File: config.mk
export PLATFORM = sky130hd
export DESIGN_NAME = mrrc_frame
export DESIGN_NICKNAME = d
export VERILOG_FILES = /design/src/hdl/mrrc_pkg.sv /design/src/hdl/mrrc_frame.sv
export SDC_FILE = /design/constraint.sdc
export NUM_CORES = 1
export LEC_CHECK = 0
export BUFFER_PORTS_ARGS = -buffer_cell sky130_fd_sc_hd__buf_2
export CAP_MARGIN = 40
export CORE_MARGIN = 1.5
export CORE_UTILIZATION = 45
export CTS_CLUSTER_SIZE = 16
export DETAILED_ROUTE_END_ITERATION = 16
export PLACE_DENSITY = 0.68
export SKIP_CTS_REPAIR_TIMING = 1
export SLEW_MARGIN = 15
export SYNTH_ARGS = -nofsm -noshare
export SYNTH_HDL_FRONTEND = slang
export SYNTH_SLANG_ARGS = --single-unit
File: constraint.sdc
create_clock -name clk -period 3.96 [get_ports clk]
set_input_delay 0 -clock clk [delete_from_list [all_inputs] [get_ports clk]]
set_output_delay 0 -clock clk [all_outputs]
set_load 0.02 [all_outputs]
File: src/hdl/mrrc_pkg.sv
// mrrc_pkg: shared types, constants and the crc-16 byte update for the
// modbus read response checker; no dependencies
package mrrc_pkg;

    localparam int MAX_FRAME_DEF = 16;

    localparam logic [7:0]  FN_READ_HOLDING = 8'h03;
    localparam logic [7:0]  MIN_COUNT       = 8'd4;
    localparam int          MIN_FRAME       = 7;
    localparam logic [15:0] CRC_INIT        = 16'hFFFF;
    localparam logic [15:0] CRC_POLY        = 16'hA001;
    localparam logic [7:0]  SLAVE_ID_RESET  = 8'd1;

    typedef enum logic [2:0] {
        ERR_OK    = 3'd0,
        ERR_SHORT = 3'd1,
        ERR_ADDR  = 3'd2,
        ERR_FUNC  = 3'd3,
        ERR_CRC   = 3'd4,
        ERR_COUNT = 3'd5
    } err_code_t;

    typedef struct packed {
        logic       frame_ok;
        err_code_t  error_code;
        logic [31:0] raw_value;
        logic [4:0]  frame_length;
    } result_t;

    // reflected crc-16, one byte, unrolled over the eight bits
    function automatic logic [15:0] crc_feed(input logic [15:0] crc_in, input logic [7:0] b);
        logic [15:0] c;
        c = crc_in ^ {8'h00, b};
        for (int i = 0; i < 8; i++)
        begin
            if (c[0])
            begin
                c = (c >> 1) ^ CRC_POLY;
            end
            else
            begin
                c = c >> 1;
            end
        end
        return c;
    endfunction

endpackage

File: src/hdl/mrrc_frame.sv
// mrrc_frame: per-frame state (crc, byte count, tail window, header flags,
// data bytes) and the end-of-frame result; depends on mrrc_pkg
module mrrc_frame
    import mrrc_pkg::*;
#(
    parameter int MAX_FRAME = MAX_FRAME_DEF
) (
    input  logic       clk,
    input  logic       rst_n,
    input  logic       accept,
    input  logic [7:0] rx_byte,
    input  logic       frame_end,
    input  logic [7:0] slave_address,
    output logic       res_valid,
    output result_t    res
);

    localparam int CW = $clog2(MAX_FRAME + 1);

    logic [CW-1:0] count_reg, count_next, count_upd;
    logic [15:0]   crc_reg, crc_next, crc_upd;
    logic [15:0]   tail_reg, tail_next, tail_upd;
    logic [2:0]    flags_reg, flags_next, flags_upd;
    logic [31:0]   value_reg, value_next, value_upd;
    logic [15:0]   crc_rx;
    logic [CW+4:0] count_ext;
    err_code_t     err;

    always_comb
    begin
        count_upd = count_reg;
        crc_upd   = crc_reg;
        tail_upd  = tail_reg;
        flags_upd = flags_reg;
        value_upd = value_reg;
        if (count_reg < CW'(MAX_FRAME))
        begin
            if (count_reg >= CW'(2))
            begin
                crc_upd = crc_feed(crc_reg, tail_reg[15:8]);
            end
            tail_upd = {tail_reg[7:0], rx_byte};
            if (count_reg == CW'(0) && rx_byte == slave_address)
            begin
                flags_upd[0] = 1'b1;
            end
            if (count_reg == CW'(1) && rx_byte == FN_READ_HOLDING)
            begin
                flags_upd[1] = 1'b1;
            end
            if (count_reg == CW'(2) && rx_byte >= MIN_COUNT)
            begin
                flags_upd[2] = 1'b1;
            end
            // data bytes A B C D land high to low
            if (count_reg == CW'(3))
            begin
                value_upd[31:24] = rx_byte;
            end
            if (count_reg == CW'(4))
            begin
                value_upd[23:16] = rx_byte;
            end
            if (count_reg == CW'(5))
            begin
                value_upd[15:8] = rx_byte;
            end
            if (count_reg == CW'(6))
            begin
                value_upd[7:0] = rx_byte;
            end
            count_upd = count_reg + CW'(1);
        end
    end

    // received crc arrives low byte first
    assign crc_rx = {tail_upd[7:0], tail_upd[15:8]};

    always_comb
    begin
        if (count_upd < CW'(MIN_FRAME))
        begin
            err = ERR_SHORT;
        end
        else if (!flags_upd[0])
        begin
            err = ERR_ADDR;
        end
        else if (!flags_upd[1])
        begin
            err = ERR_FUNC;
        end
        else if (crc_rx != crc_upd)
        begin
            err = ERR_CRC;
        end
        else if (!flags_upd[2])
        begin
            err = ERR_COUNT;
        end
        else
        begin
            err = ERR_OK;
        end
    end

    assign count_ext = {5'd0, count_upd};

    always_comb
    begin
        res.frame_ok     = (err == ERR_OK);
        res.error_code   = err;
        res.raw_value    = (err == ERR_OK) ?
                           {value_upd[15:8], value_upd[7:0], value_upd[31:24], value_upd[23:16]} :
                           32'd0;
        res.frame_length = count_ext[4:0];
    end

    assign res_valid = accept & frame_end;

    always_comb
    begin
        count_next = count_reg;
        crc_next   = crc_reg;
        tail_next  = tail_reg;
        flags_next = flags_reg;
        value_next = value_reg;
        if (accept)
        begin
            if (frame_end)
            begin
                count_next = '0;
                crc_next   = CRC_INIT;
                tail_next  = '0;
                flags_next = '0;
                value_next = '0;
            end
            else
            begin
                count_next = count_upd;
                crc_next   = crc_upd;
                tail_next  = tail_upd;
                flags_next = flags_upd;
                value_next = value_upd;
            end
        end
    end

    always_ff @(posedge clk or negedge rst_n)
    begin
        if (!rst_n)
        begin
            count_reg <= '0;
            crc_reg   <= CRC_INIT;
            tail_reg  <= '0;
            flags_reg <= '0;
            value_reg <= '0;
        end
        else
        begin
            count_reg <= count_next;
            crc_reg   <= crc_next;
            tail_reg  <= tail_next;
            flags_reg <= flags_next;
            value_reg <= value_next;
        end
    end

    a_count_capped: assert property (@(posedge clk) disable iff (!rst_n)
        count_reg <= CW'(MAX_FRAME))
        else $error("byte count above cap");

    a_clear_after_end: assert property (@(posedge clk) disable iff (!rst_n)
        res_valid |=> (count_reg == '0 && crc_reg == CRC_INIT && flags_reg == '0))
        else $error("frame state not cleared after frame end");

    a_failed_zero: assert property (@(posedge clk) disable iff (!rst_n)
        res_valid && !res.frame_ok |-> res.raw_value == 32'd0)
        else $error("failed frame carries a value");

    a_short_code: assert property (@(posedge clk) disable iff (!rst_n)
        res_valid && count_upd < CW'(MIN_FRAME) |-> res.error_code == ERR_SHORT)
        else $error("short frame not flagged");

endmodule

Word level (Yosys, flattened, before mapping)
Index checks and enable logic that the tools add are counted.
Widths: inputs -> output; s select.
Storage, ports and cells
  bits in registers: 72
  bits of input ports: 20
  logic and storage cells: 80
Operators by class
  $add $sub $neg: 1
  $lt $le $gt $ge: 4
  equal/unequal tests: 9
  muxes and demuxes: 46
  bitwise logic cells: 10
  reduce and logical (&&, ||, !) cells: 5
Operators by type and width (count)
  $mux 16: 27
  $mux 32: 3
  $mux 8: 4
  $not 2->3: 8
  $mux 3: 7
  $ne 16x16->1: 1
  $xor 16x8->16: 1
  $eq 5x3->1 const B: 3
  $eq 5x2->1 const B: 2
  $mux 5: 2
  $eq 8x2->1 const B: 1
  $eq 8x8->1: 1
  $ge 8x3->1 const B: 1
  $add 5x1->5 const B: 1
  $eq 5x1->1 const B: 1
  $ge 5x2->1 const B: 1
  $logic_not 5->1: 1
  $lt 5x3->1 const B: 1
  $lt 5x5->1 const B: 1
  $logic_and 1x1->1: 3
  $logic_not 3->1: 1
  $mux 1: 3
  $and 1x1->1: 1

Longest topological paths before layout
Gate-level depths: netlist of the first run.
  depth in word-level cells: 40
  gate-level depth with buffers: 11

Least setup slack after synthesis of the first run
OpenSTA, ideal clock, no wires.
  kind: reg2out
  start point: register crc_reg[5]
  end point: output port res[36] in the netlist's numbering
  arrival time: 2.792 ns
  required time: 3.960 ns
  path slack: 1.168 ns
  stages on the path, launching flop included: 9
  path buffers: 0
  path through: dfstp_2 xnor2_1 xnor2_1 xor3_2 xnor2_1 mux2_2 nand2_1 nand4_4 nor3_1
RTL lines
  from (decl): line mrrc_frame.sv:21  | logic [15:0] crc_reg, crc_next, crc_upd;
  from (signal assigned): line mrrc_frame.sv:162  | crc_reg <= crc_next;
  to (decl): line mrrc_frame.sv:15  | output result_t res

==> summary.txt, run 1 <==
Clock network
  – TritonCTS Buffers: 9
  – CTS clk-pin slew, worst paths: ~0.06 ns
  – CTS root buf: clkbuf_16
  – Clk buf depth: 2
  – Clock sink count: 72
  – CTS tree: built
  – Htree depth: 3
  – Worst skew pair latency: 0.34 ns

Power and ir drop
  – Static Leak: between 2 and 2.5 nW
  – Pwr Density: 584 nW/µm²
  – Worst VDD drop: 0.350 mV

Layout
  – Fraction of layout cells with a size suffix above 1: 22.9%
  – Area Growth Syn to Fin: 12.4%
  – # nets final: 665
  – Max reg flops: 32
  – Diodes inserted: 0

Global route
  – Busiest grt layer: met2
  – M2 GR Usage: 36.8%
  – Met1 usage: 32.8%
  – Number of global-route vias before repair: 4498
  – Largest net degree at the start of global routing: 53
  – GR Util met3: approximately 3.8%
  – First-pass GRT wire length: around 23000 µm
  – GRT Util Overall: 23.3%
  – Initial antenna violation count: 0
  – Grt ovf: 0

Floorplanning
  – FP Rows: 39
  – Die area: 12300 µm²
  – Die Wd: 111 µm
  – Die H: 111 µm
  – Initial Util: 46.0%
  – # IOs: 62
  – Core area: 11400 µm²

Synthesis
  – EDFF count, synth: 0
  – Synthesized area: between 5000 and 6000 µm²
  – Async set-reset flop share out of synthesis: 100%
  – Post-Synth Adder-Cell Area: 0.952%
  – Most frequent cells after synthesis: a21oi_1, inv_1, nor2_1
  – Top post-synthesis cells by area: dfrtp_1, dfstp_2, o22ai_1
  – Yosys warning count: 0
  – Register area share after synthesis: 34.7%
  – Synth Instances: between 600 and 700
  – Seq cells post-synth: 72
  – Synth top area share: 26.7%
  – Post-Synth XOR/XNOR Area: ~9%
  – Mux contribution to synthesized area: 3.86%
  – Synth Area in Compound Gates: 24.6%
  – Simple-Gate Fraction of Synth Area: between 10% and 20%
  – Most common cell in the netlist: a21oi_1
  – Synthesized area per cell: 8.59 µm²
  – Mapped Nets: 636
  – Primary FF master, synth: dfrtp_1
  – Largest family of logic cells by synthesized area: compound AO/OA/AOI/OAI gates
  – Post-synth cell types: 63
  – Yosys top cell by area: dfrtp_1

Critical path
  – Critical Path Source: count_reg[4]
  – CP Data Required Time: 3.96 ns
  – Worst reg2reg path startpoint: count_reg[4]
  – Setup Crit Path Kind: flop to primary output
  – Crit end category: primary output
  – Arrival @ worst endpoint: 3.75 ns
  – Critical path peak fanout: 33
  – Type of origin of the critical path: flop

Hold path
  – Hold Crit Class: primary input to flop
  – HP Start: frame_end

Place
  – RePlAce Congestion: 0.892
  – Buffers on Ports: 61
  – Place WS: 0.588 ns
  – Hpwl dp: 9500 µm

Status
  – Status: complete, no violations

Drt
  – Routed vias/inst: 5.92
  – DRC Markers: 0
  – 1st-iter DRT viols: 273
  – Post-DR wirelength/cell: 17.9 µm
  – 1st-pass router iterations: 5
  – Routed vias: approximately 4700
  – Antenna-violating nets left: 0
  – Final WL: between 10000 and 15000 µm

STA
  – Final TNS setup: 0 ns
  – PnR worst setup slack: 0.212 ns
  – Setup violators final: 0
  – Final min period: 3.75 ns
  – Crit share post-route: 94.6%
  – RSZ-0062 raised after global routing: no
  – Post-Route Skew: 0.00623 ns
  – Slew Limit Headroom: 52.9%
  – Fmax: 267 MHz
  – Final Max Tran Viols: 0
  – Fin. Hold Viols: 0
  – Slew @ Worst Pin: 0.701 ns

Flow run
  – Max Cap Viol: 0
==> metrics by stage <==
step           util, %  total power [W]  std cells  area [µm²]  hold slack (ns)
6_report          51.7          0.00345        788        5910           0.0458
3_5_place_dp      48.8          0.00254        772        5580          0.00779
2_1_floorplan        -          0.00223        612        5260           -0.296
5_1_grt           51.7          0.00365        788        5910           0.0484
3_3_place_gp      48.4          0.00249        770        5520            0.286
4_1_cts           51.7          0.00344        787        5900           -0.352
==> worst paths after layout <==
path / cells past startpoint / to / slack, ns
worst min-delay path: 2 / value_reg[4] / 0.05
worst min register to register: 2 / crc_reg[13] / 0.53
max in group asynchronous: 4 / crc_reg[6] / 3.17
worst max-delay path: 9 / res[6] / 0.21
min in group asynchronous: 3 / tail_reg[1] / 0.18
worst max register to register: 5 / value_reg[31] / 1.25
==> power by group <==
group	leakage, nW	internal, W	total (W)	switching, W
combinational	1.42	0.000667	0.00145	0.000784
sequential	0.917	0.000945	0.00111	0.000163
clock	0.159	0.000582	0.000890	0.000308
total	2.50	0.00219	0.00345	0.00126
==> placed cells by master, fill, tap and decap left out, types with 5 or more instances in the layout <==
cell type,synthesis,final
inv_1,63,63
a31oi_1,7,7
xnor2_1,33,33
clkbuf_16,0,9
nor2_1,57,57
dfrtp_1,56,55
dfstp_2,16,16
mux2i_1,18,18
a21oi_1,65,65
buf_2,5,61
nor3_1,8,8
buf_4,1,10
nand2_1,22,22
xor2_1,9,9
nor3_2,29,29
o22a_1,22,22
o21ai_0,10,10
a22oi_1,17,17
and3_1,5,5
o22ai_1,54,54
==> final cells by class <==
| class | instances | area [µm²] |
|---|---|---|
| tap | 143 | 179 |
| timing repair buffer | 74 | 445 |
| clock buffer | 12 | 256 |
| fill | 1076 | 5510 |
| multi-input combinational | 421 | 2900 |
| clock inverter | 3 | 65.1 |
| sequential | 72 | 1820 |
| inverter | 63 | 236 |
==> per-layer routing <==
metal  share of wire, %  wire (µm)  vias to the layer above
li1                   -          -                     2226
met1                 46       6540                     2281
met2                 47       6660                      129
met3                4.2        592                       28
met4                2.0        280                        0
met5                  0          0                        -
==> cells by family (layout without fill, tap and decap cells) <==
| group | count (synthesis) | in the layout |
|---|---|---|
| adders and majority gates | 4 | 4 |
| AOI/OAI and AO/OA | 199 | 199 |
| buffers and inverters | 119 | 152 |
| DFF | 72 | 72 |
| and+or+nand+nor | 151 | 151 |
| xor gates and xnor gates | 47 | 47 |
| muxes | 20 | 20 |
==> critical path, stage by stage, from the launching register on <==
cell	delay, ns
dfrtp_2	0.69
mux2i_1	0.43
xnor2_1	0.11
o41ai_1	0.53
o2111ai_1	0.26
nor4_4	0.51
nand4_4	0.13
buf_4	0.30
nor3_1	0.23
buf_2	0.19
Power figures use the tool's default switching activity.
==> run 2: changes to the inputs <==
CORE_UTILIZATION = 55   (was 45)
CTS_CLUSTER_SIZE = unset   (was 16)
PLACE_DENSITY = 0.8   (was 0.68)
==> run 2 against run 1 <==
Register-to-register slack improved by 0.21 ns. Count of clock-buffer cells in the layout fell by 2. First-iteration DRC count rose by 40%. Core utilization rose by 11 points. Via count rose by 2.6%. Non-clock buffer count rose by 2. Sequential share of layout area rose by 0.65 points. Combinational power barely moved. Largest cell class unchanged. Design area fell by 2.1%.
==> summary.txt, run 2 (synthesis gave the netlist of run 1 again) <==
Status
  – Status: complete, no violations

Global route
  – GRT Util Overall: 28.7% (+5.4 points)
  – Largest net degree at the start of global routing: 57 (+7.5%)
  – Number of global-route vias before repair: 4413 (-1.9%)
  – Grt ovf: 0 (unchanged)
  – First-pass GRT wire length: 22900 µm (-1.5%)
  – Initial antenna violation count: 0 (unchanged)

Floorplanning
  – FP Rows: 35 (-10%)
  – # IOs: 62 (unchanged)
  – Die area: 10200 µm² (-18%)
  – Die H: 101 µm (-9.3%)
  – Core area: 9240 µm² (-19%)
  – Die Wd: 101 µm (-9.3%)
  – Initial Util: 56.9% (+11 points)

Power and ir drop
  – Pwr Density: 555 nW/µm² (-4.8%)
  – Worst VDD drop: 0.338 mV (-3.5%)
  – Static Leak: 2.45 nW (-1.7%)

Drt
  – Routed vias: 4785 (+2.6%)
  – 1st-pass router iterations: 5 (unchanged)
  – Post-DR wirelength/cell: 17.8 µm (-0.45%)
  – Antenna-violating nets left: 0 (unchanged)
  – Routed vias/inst: 6.17 (+4.2%)
  – Final WL: 13800 µm (-2.0%)
  – DRC Markers: 0 (unchanged)
  – 1st-iter DRT viols: 383 (+40%)

STA
  – Fmax: 274 MHz (+2.8%)
  – Post-Route Skew: 0.0125 ns (+0.00632 ns)
  – Final Max Tran Viols: 0 (unchanged)
  – Final min period: 3.65 ns (-0.101 ns)
  – RSZ-0062 raised after global routing: no
  – Fin. Hold Viols: 0 (unchanged)
  – Crit share post-route: 92.1% (-2.5 points)
  – Slew @ Worst Pin: 0.657 ns (-0.0432 ns)
  – Slew Limit Headroom: 56.1% (+3.1 points)
  – Final TNS setup: 0 ns (unchanged)
  – Setup violators final: 0 (unchanged)

Clock network
  – Worst skew pair latency: 0.35 ns (about the same)
  – CTS clk-pin slew, worst paths: 0.08 ns (+0.02 ns)
  – Htree depth: 3 (unchanged)
  – CTS root buf: clkbuf_8
  – CTS tree: built
  – Clock sink count: 72 (unchanged)
  – Clk buf depth: 2 (unchanged)
  – TritonCTS Buffers: 9 (unchanged)

Critical path
  – Worst Reg-to-Reg Cells: 6 (+1)
  – R2r endpoint: value_reg[9]
  – Type of origin of the critical path: flop
  – Flop2flop setup slack: 1.46 ns (+0.21 ns)
  – Arrival @ worst endpoint: 3.65 ns (-0.10 ns)
  – Crit end category: primary output
  – Critical path peak fanout: 33 (unchanged)
  – Worst reg2reg path startpoint: count_reg[4]
  – Setup Crit Path Kind: flop to primary output
  – CP Data Required Time: 3.96 ns (about the same)

Place
  – RePlAce Congestion: 0.963 (+8.0%)
  – Buffers on Ports: 61 (unchanged)
  – Hpwl dp: 9560 µm (+0.60%)

Layout
  – Finished Core Util: 62.6% (+11 points)
  – # nets final: 667 (+0.30%)
  – Most frequent cells in the layout: a21oi_1, inv_1, buf_2, nor2_1, dfrtp_1
  – Diodes inserted: 0 (unchanged)
  – Max reg flops: 32 (unchanged)
  – Fillers: 758 (-30%)
  – Most common cell after layout, fill and taps aside: a21oi_1
  – Fraction of layout cells with a size suffix above 1: 23.5% (+0.55 points)
  – Area Growth Syn to Fin: 10.0%

Hold path
  – Hold Crit Class: primary input to async pin

Flow run
  – Max Cap Viol: 0 (unchanged)
-- run 2: cell types whose count changed in the layout (fill, tap and decap cells not counted), moves of 2 or more --
| cell | delta |
|---|---|
| buf_16 | -2 |
| buf_4 | +3 |
| clkbuf_8 | +8 |
| clkbuf_16 | -9 |
-- run 2: power by group --
group	total (W)	switching, W	internal (W)
clock network	0.000653	0.000285	0.000369
registers	0.00111	0.000169	0.000944
logic	0.00145	0.000778	0.000670
total	0.00321	0.00123	0.00198
-- run 2: area by class of cell --
cell class / instances / area, µm² / area share [%]
flip-flops and latches: 72 / 1820 / 31.5
repair buffers: 76 / 433 / 7.48
well taps: 129 / 161 / 2.79
inverters: 63 / 236 / 4.09
clock buffers: 10 / 138 / 2.38
clock inverters: 5 / 81.3 / 1.41
multi-input cells: 421 / 2910 / 50.3
-- run 2: layer usage --
metal,global-route usage (%),wire (µm),vias up
li1,-,-,2234
met4,8.99,353,0
met3,5.96,1070,37
met5,0,0,-
met1,39.8,5800,2284
met2,45.2,6580,230
-- run 2: worst max path at each step --
stage | to | depth (start not counted) | from
3_3_place_gp | res[13] | 11 | count_reg[4]
6_report | res[10] | 9 | count_reg[4]
4_1_cts | res[10] | 11 | count_reg[4]
3_5_place_dp | res[10] | 11 | count_reg[4]
5_1_grt | res[6] | 9 | count_reg[4]
2_1_floorplan | res[36] | 8 | crc_reg[5]
-- run 2: critical path: stages (launching register included) --
cell,delay (ns)
dfrtp_2,0.71
mux2i_1,0.43
xnor2_1,0.10
o41ai_1,0.46
o2111ai_1,0.25
nor4_4,0.46
nand4_4,0.13
buf_4,0.30
nor3_2,0.25
buf_2,0.21
-- run 2: through the flow --
| step | power (W) | instance area, µm² | std cells | setup slack, ns | hold slack [ns] |
|---|---|---|---|---|---|
| global placement | 0.00250 | 5530 | 759 | 0.476 | 0.175 |
| CTS | 0.00319 | 5770 | 775 | 0.0200 | -0.500 |
| floorplan | 0.00223 | 5260 | 612 | 1.17 | -0.296 |
| finish | 0.00321 | 5790 | 776 | 0.313 | 0.0403 |
| global route | 0.00341 | 5790 | 776 | 0.0410 | 0.0558 |
| detailed placement | 0.00253 | 5550 | 760 | 0.365 | -0.119 |
==> run 3: changes to the inputs <==
CTS_BUF_LIST = sky130_fd_sc_hd__clkbuf_8 sky130_fd_sc_hd__clkbuf_16   (was unset)
PLACE_DENSITY = 0.83   (was 0.8)
==> run 3 against run 2 <==
Power rose by 2.5%. Count of clock-buffer cells in the layout rose by 1. Critical path type unchanged. Combinational power barely moved. Core utilization fell by 0.22 points. Routed wire length rose by 2.5%. Critical path depth did not move. Flip-flop and latch count did not move. Register-to-register slack got worse by 0.18 ns. Global-route usage fell by 0.14 points. Via count fell by 0.82%. Sequential share of layout area rose by 0.11 points.
==> summary.txt, run 3 (synthesis gave the netlist of run 1 again) <==
Status
  – Status: complete, no violations

STA
  – Setup violators final: 0 (unchanged)
  – Post-Route Skew: 0.0146 ns (+0.00205 ns)
  – Crit share post-route: 93.2% (+1.1 points)
  – Slew Limit Headroom: 45.8% (-10 points)
  – Fin. Hold Viols: 0 (unchanged)
  – Final TNS setup: 0 ns (unchanged)
  – Final Max Tran Viols: 0 (unchanged)
  – Final min period: 3.69 ns (+0.0428 ns)
  – Slew @ Worst Pin: 0.813 ns (+0.156 ns)
  – Fmax: 271 MHz (-1.2%)
  – RSZ-0062 raised after global routing: no

Power and ir drop
  – Worst VDD drop: 0.320 mV (-5.3%)
  – Static Leak: 2.44 nW (-0.59%)
  – Pwr Density: 571 nW/µm² (+2.8%)

Global route
  – Largest net degree at the start of global routing: 42 (-26%)
  – Initial antenna violation count: 0 (unchanged)
  – Grt ovf: 0 (unchanged)
  – GRT Util Overall: 28.6% (-0.14 points)
  – First-pass GRT wire length: 22500 µm (-1.4%)
  – Number of global-route vias before repair: 4470 (+1.3%)

Critical path
  – CP Data Required Time: 3.96 ns (about the same)
  – Critical path peak fanout: 33 (unchanged)
  – Setup Crit Path Kind: flop to primary output
  – Crit end category: primary output
  – Type of origin of the critical path: flop
  – Arrival @ worst endpoint: 3.69 ns (+0.04 ns)

Layout
  – Fillers: 798 (+5.3%)
  – Sequential cell area: 1820 µm² (unchanged)
  – Most frequent cells in the layout: a21oi_1, inv_1, buf_2, nor2_1, dfrtp_1
  – Area of the multi-input gates: 2910 µm² (-0.17%)
  – Diodes inserted: 0 (unchanged)
  – Max reg flops: 32 (unchanged)
  – # nets final: 662 (-0.75%)
  – Most common cell after layout, fill and taps aside: a21oi_1
  – Area Growth Syn to Fin: 9.66%
  – Fraction of layout cells with a size suffix above 1: 22.9% (-0.63 points)
  – Fin cells: 772 (-0.52%)

Clock network
  – Clk buf depth: 2 (unchanged)
  – CTS clk-pin slew, worst paths: 0.08 ns (about the same)
  – Worst skew pair latency: 0.37 ns (+0.02 ns)
  – TritonCTS Buffers: 9 (unchanged)
  – Clock sink count: 72 (unchanged)
  – Htree depth: 3 (unchanged)
  – CTS root buf: clkbuf_8
  – CTS tree: built

Floorplanning
  – Die Wd: 101 µm (unchanged)
  – Core area: 9240 µm² (unchanged)
  – FP Rows: 35 (unchanged)
  – Die H: 101 µm (unchanged)
  – # IOs: 62 (unchanged)
  – Die area: 10200 µm² (unchanged)
  – Initial Util: 56.9% (unchanged)

Drt
  – Final WL: 14200 µm (+2.5%)
  – Antenna-violating nets left: 0 (unchanged)
  – 1st-iter DRT viols: 438 (+14%)
  – DRC Markers: 0 (unchanged)
  – Post-DR wirelength/cell: 18.3 µm (+3.1%)
  – Routed vias: 4746 (-0.82%)
  – Routed vias/inst: 6.15 (-0.30%)
  – 1st-pass router iterations: 6 (+1)

Hold path
  – Hold Crit Class: primary input to flop

Place
  – Buffers on Ports: 61 (unchanged)
  – Placed Instances: 755 (-0.66%)
  – Hpwl dp: 9600 µm (+0.39%)
  – RePlAce Congestion: 0.927 (-3.7%)

Flow run
  – Max Cap Viol: 0 (unchanged)
run 3: metrics by stage:
| step | setup slack [ns] | hold slack [ns] | area [µm²] | total power (W) | util (%) |
|---|---|---|---|---|---|
| floorplan | 1.17 | -0.296 | 5260 | 0.00223 | - |
| detailed placement | 0.610 | 0.127 | 5500 | 0.00253 | 59.5 |
| CTS | 0.241 | -0.251 | 5750 | 0.00327 | 62.2 |
| global placement | 0.732 | 0.111 | 5500 | 0.00248 | 59.5 |
| global route | 0.0470 | 0.104 | 5770 | 0.00347 | 62.4 |
| finish | 0.270 | 0.0873 | 5770 | 0.00329 | 62.4 |
run 3: where the power goes:
part           internal (W)  switching, W  total, W
Clock              0.000453      0.000293  0.000746
Sequential         0.000944      0.000170   0.00111
Combinational      0.000661      0.000771   0.00143
run 3: final cells by class:
type	count	area share [%]
multi-input combinational	421	50.4
clock inverter	5	1.78
timing repair buffer	71	6.64
inverter	63	4.10
clock buffer	11	2.63
sequential	72	31.6
tap	129	2.80
run 3: path summary, 6_finish.rpt:
path / from / end / slack [ns] / cells past startpoint
worst min-delay path: rx_byte[2] / value_reg[2] / 0.09 / 3
worst max register to register: count_reg[4] / value_reg[20] / 1.28 / 6
worst max-delay path: count_reg[4] / res[10] / 0.27 / 9
max in group asynchronous: rst_n / crc_reg[8] / 2.63 / 3
min in group asynchronous: rst_n / tail_reg[13] / 0.27 / 2
worst min register to register: crc_reg[13] / crc_reg[13] / 0.53 / 2
run 3: layer usage:
layer / wire length [µm] / global-route usage [%] / vias to the layer above
met5: 0 / 0 / -
met1: 5850 / 38.4 / 2256
met4: 311 / 10.8 / 0
li1: - / - / 2227
met3: 1110 / 4.99 / 32
met2: 6890 / 46.2 / 231
run 3: critical path, cell delays in order, from the launching register on:
cell and delay, ns:
dfrtp_2 0.76, mux2i_1 0.44, xnor2_1 0.11, o41ai_1 0.40, o2111ai_1 0.24, nor4_4 0.49
nand4_4 0.12, buf_4 0.31, nor3_2 0.25, buf_2 0.19
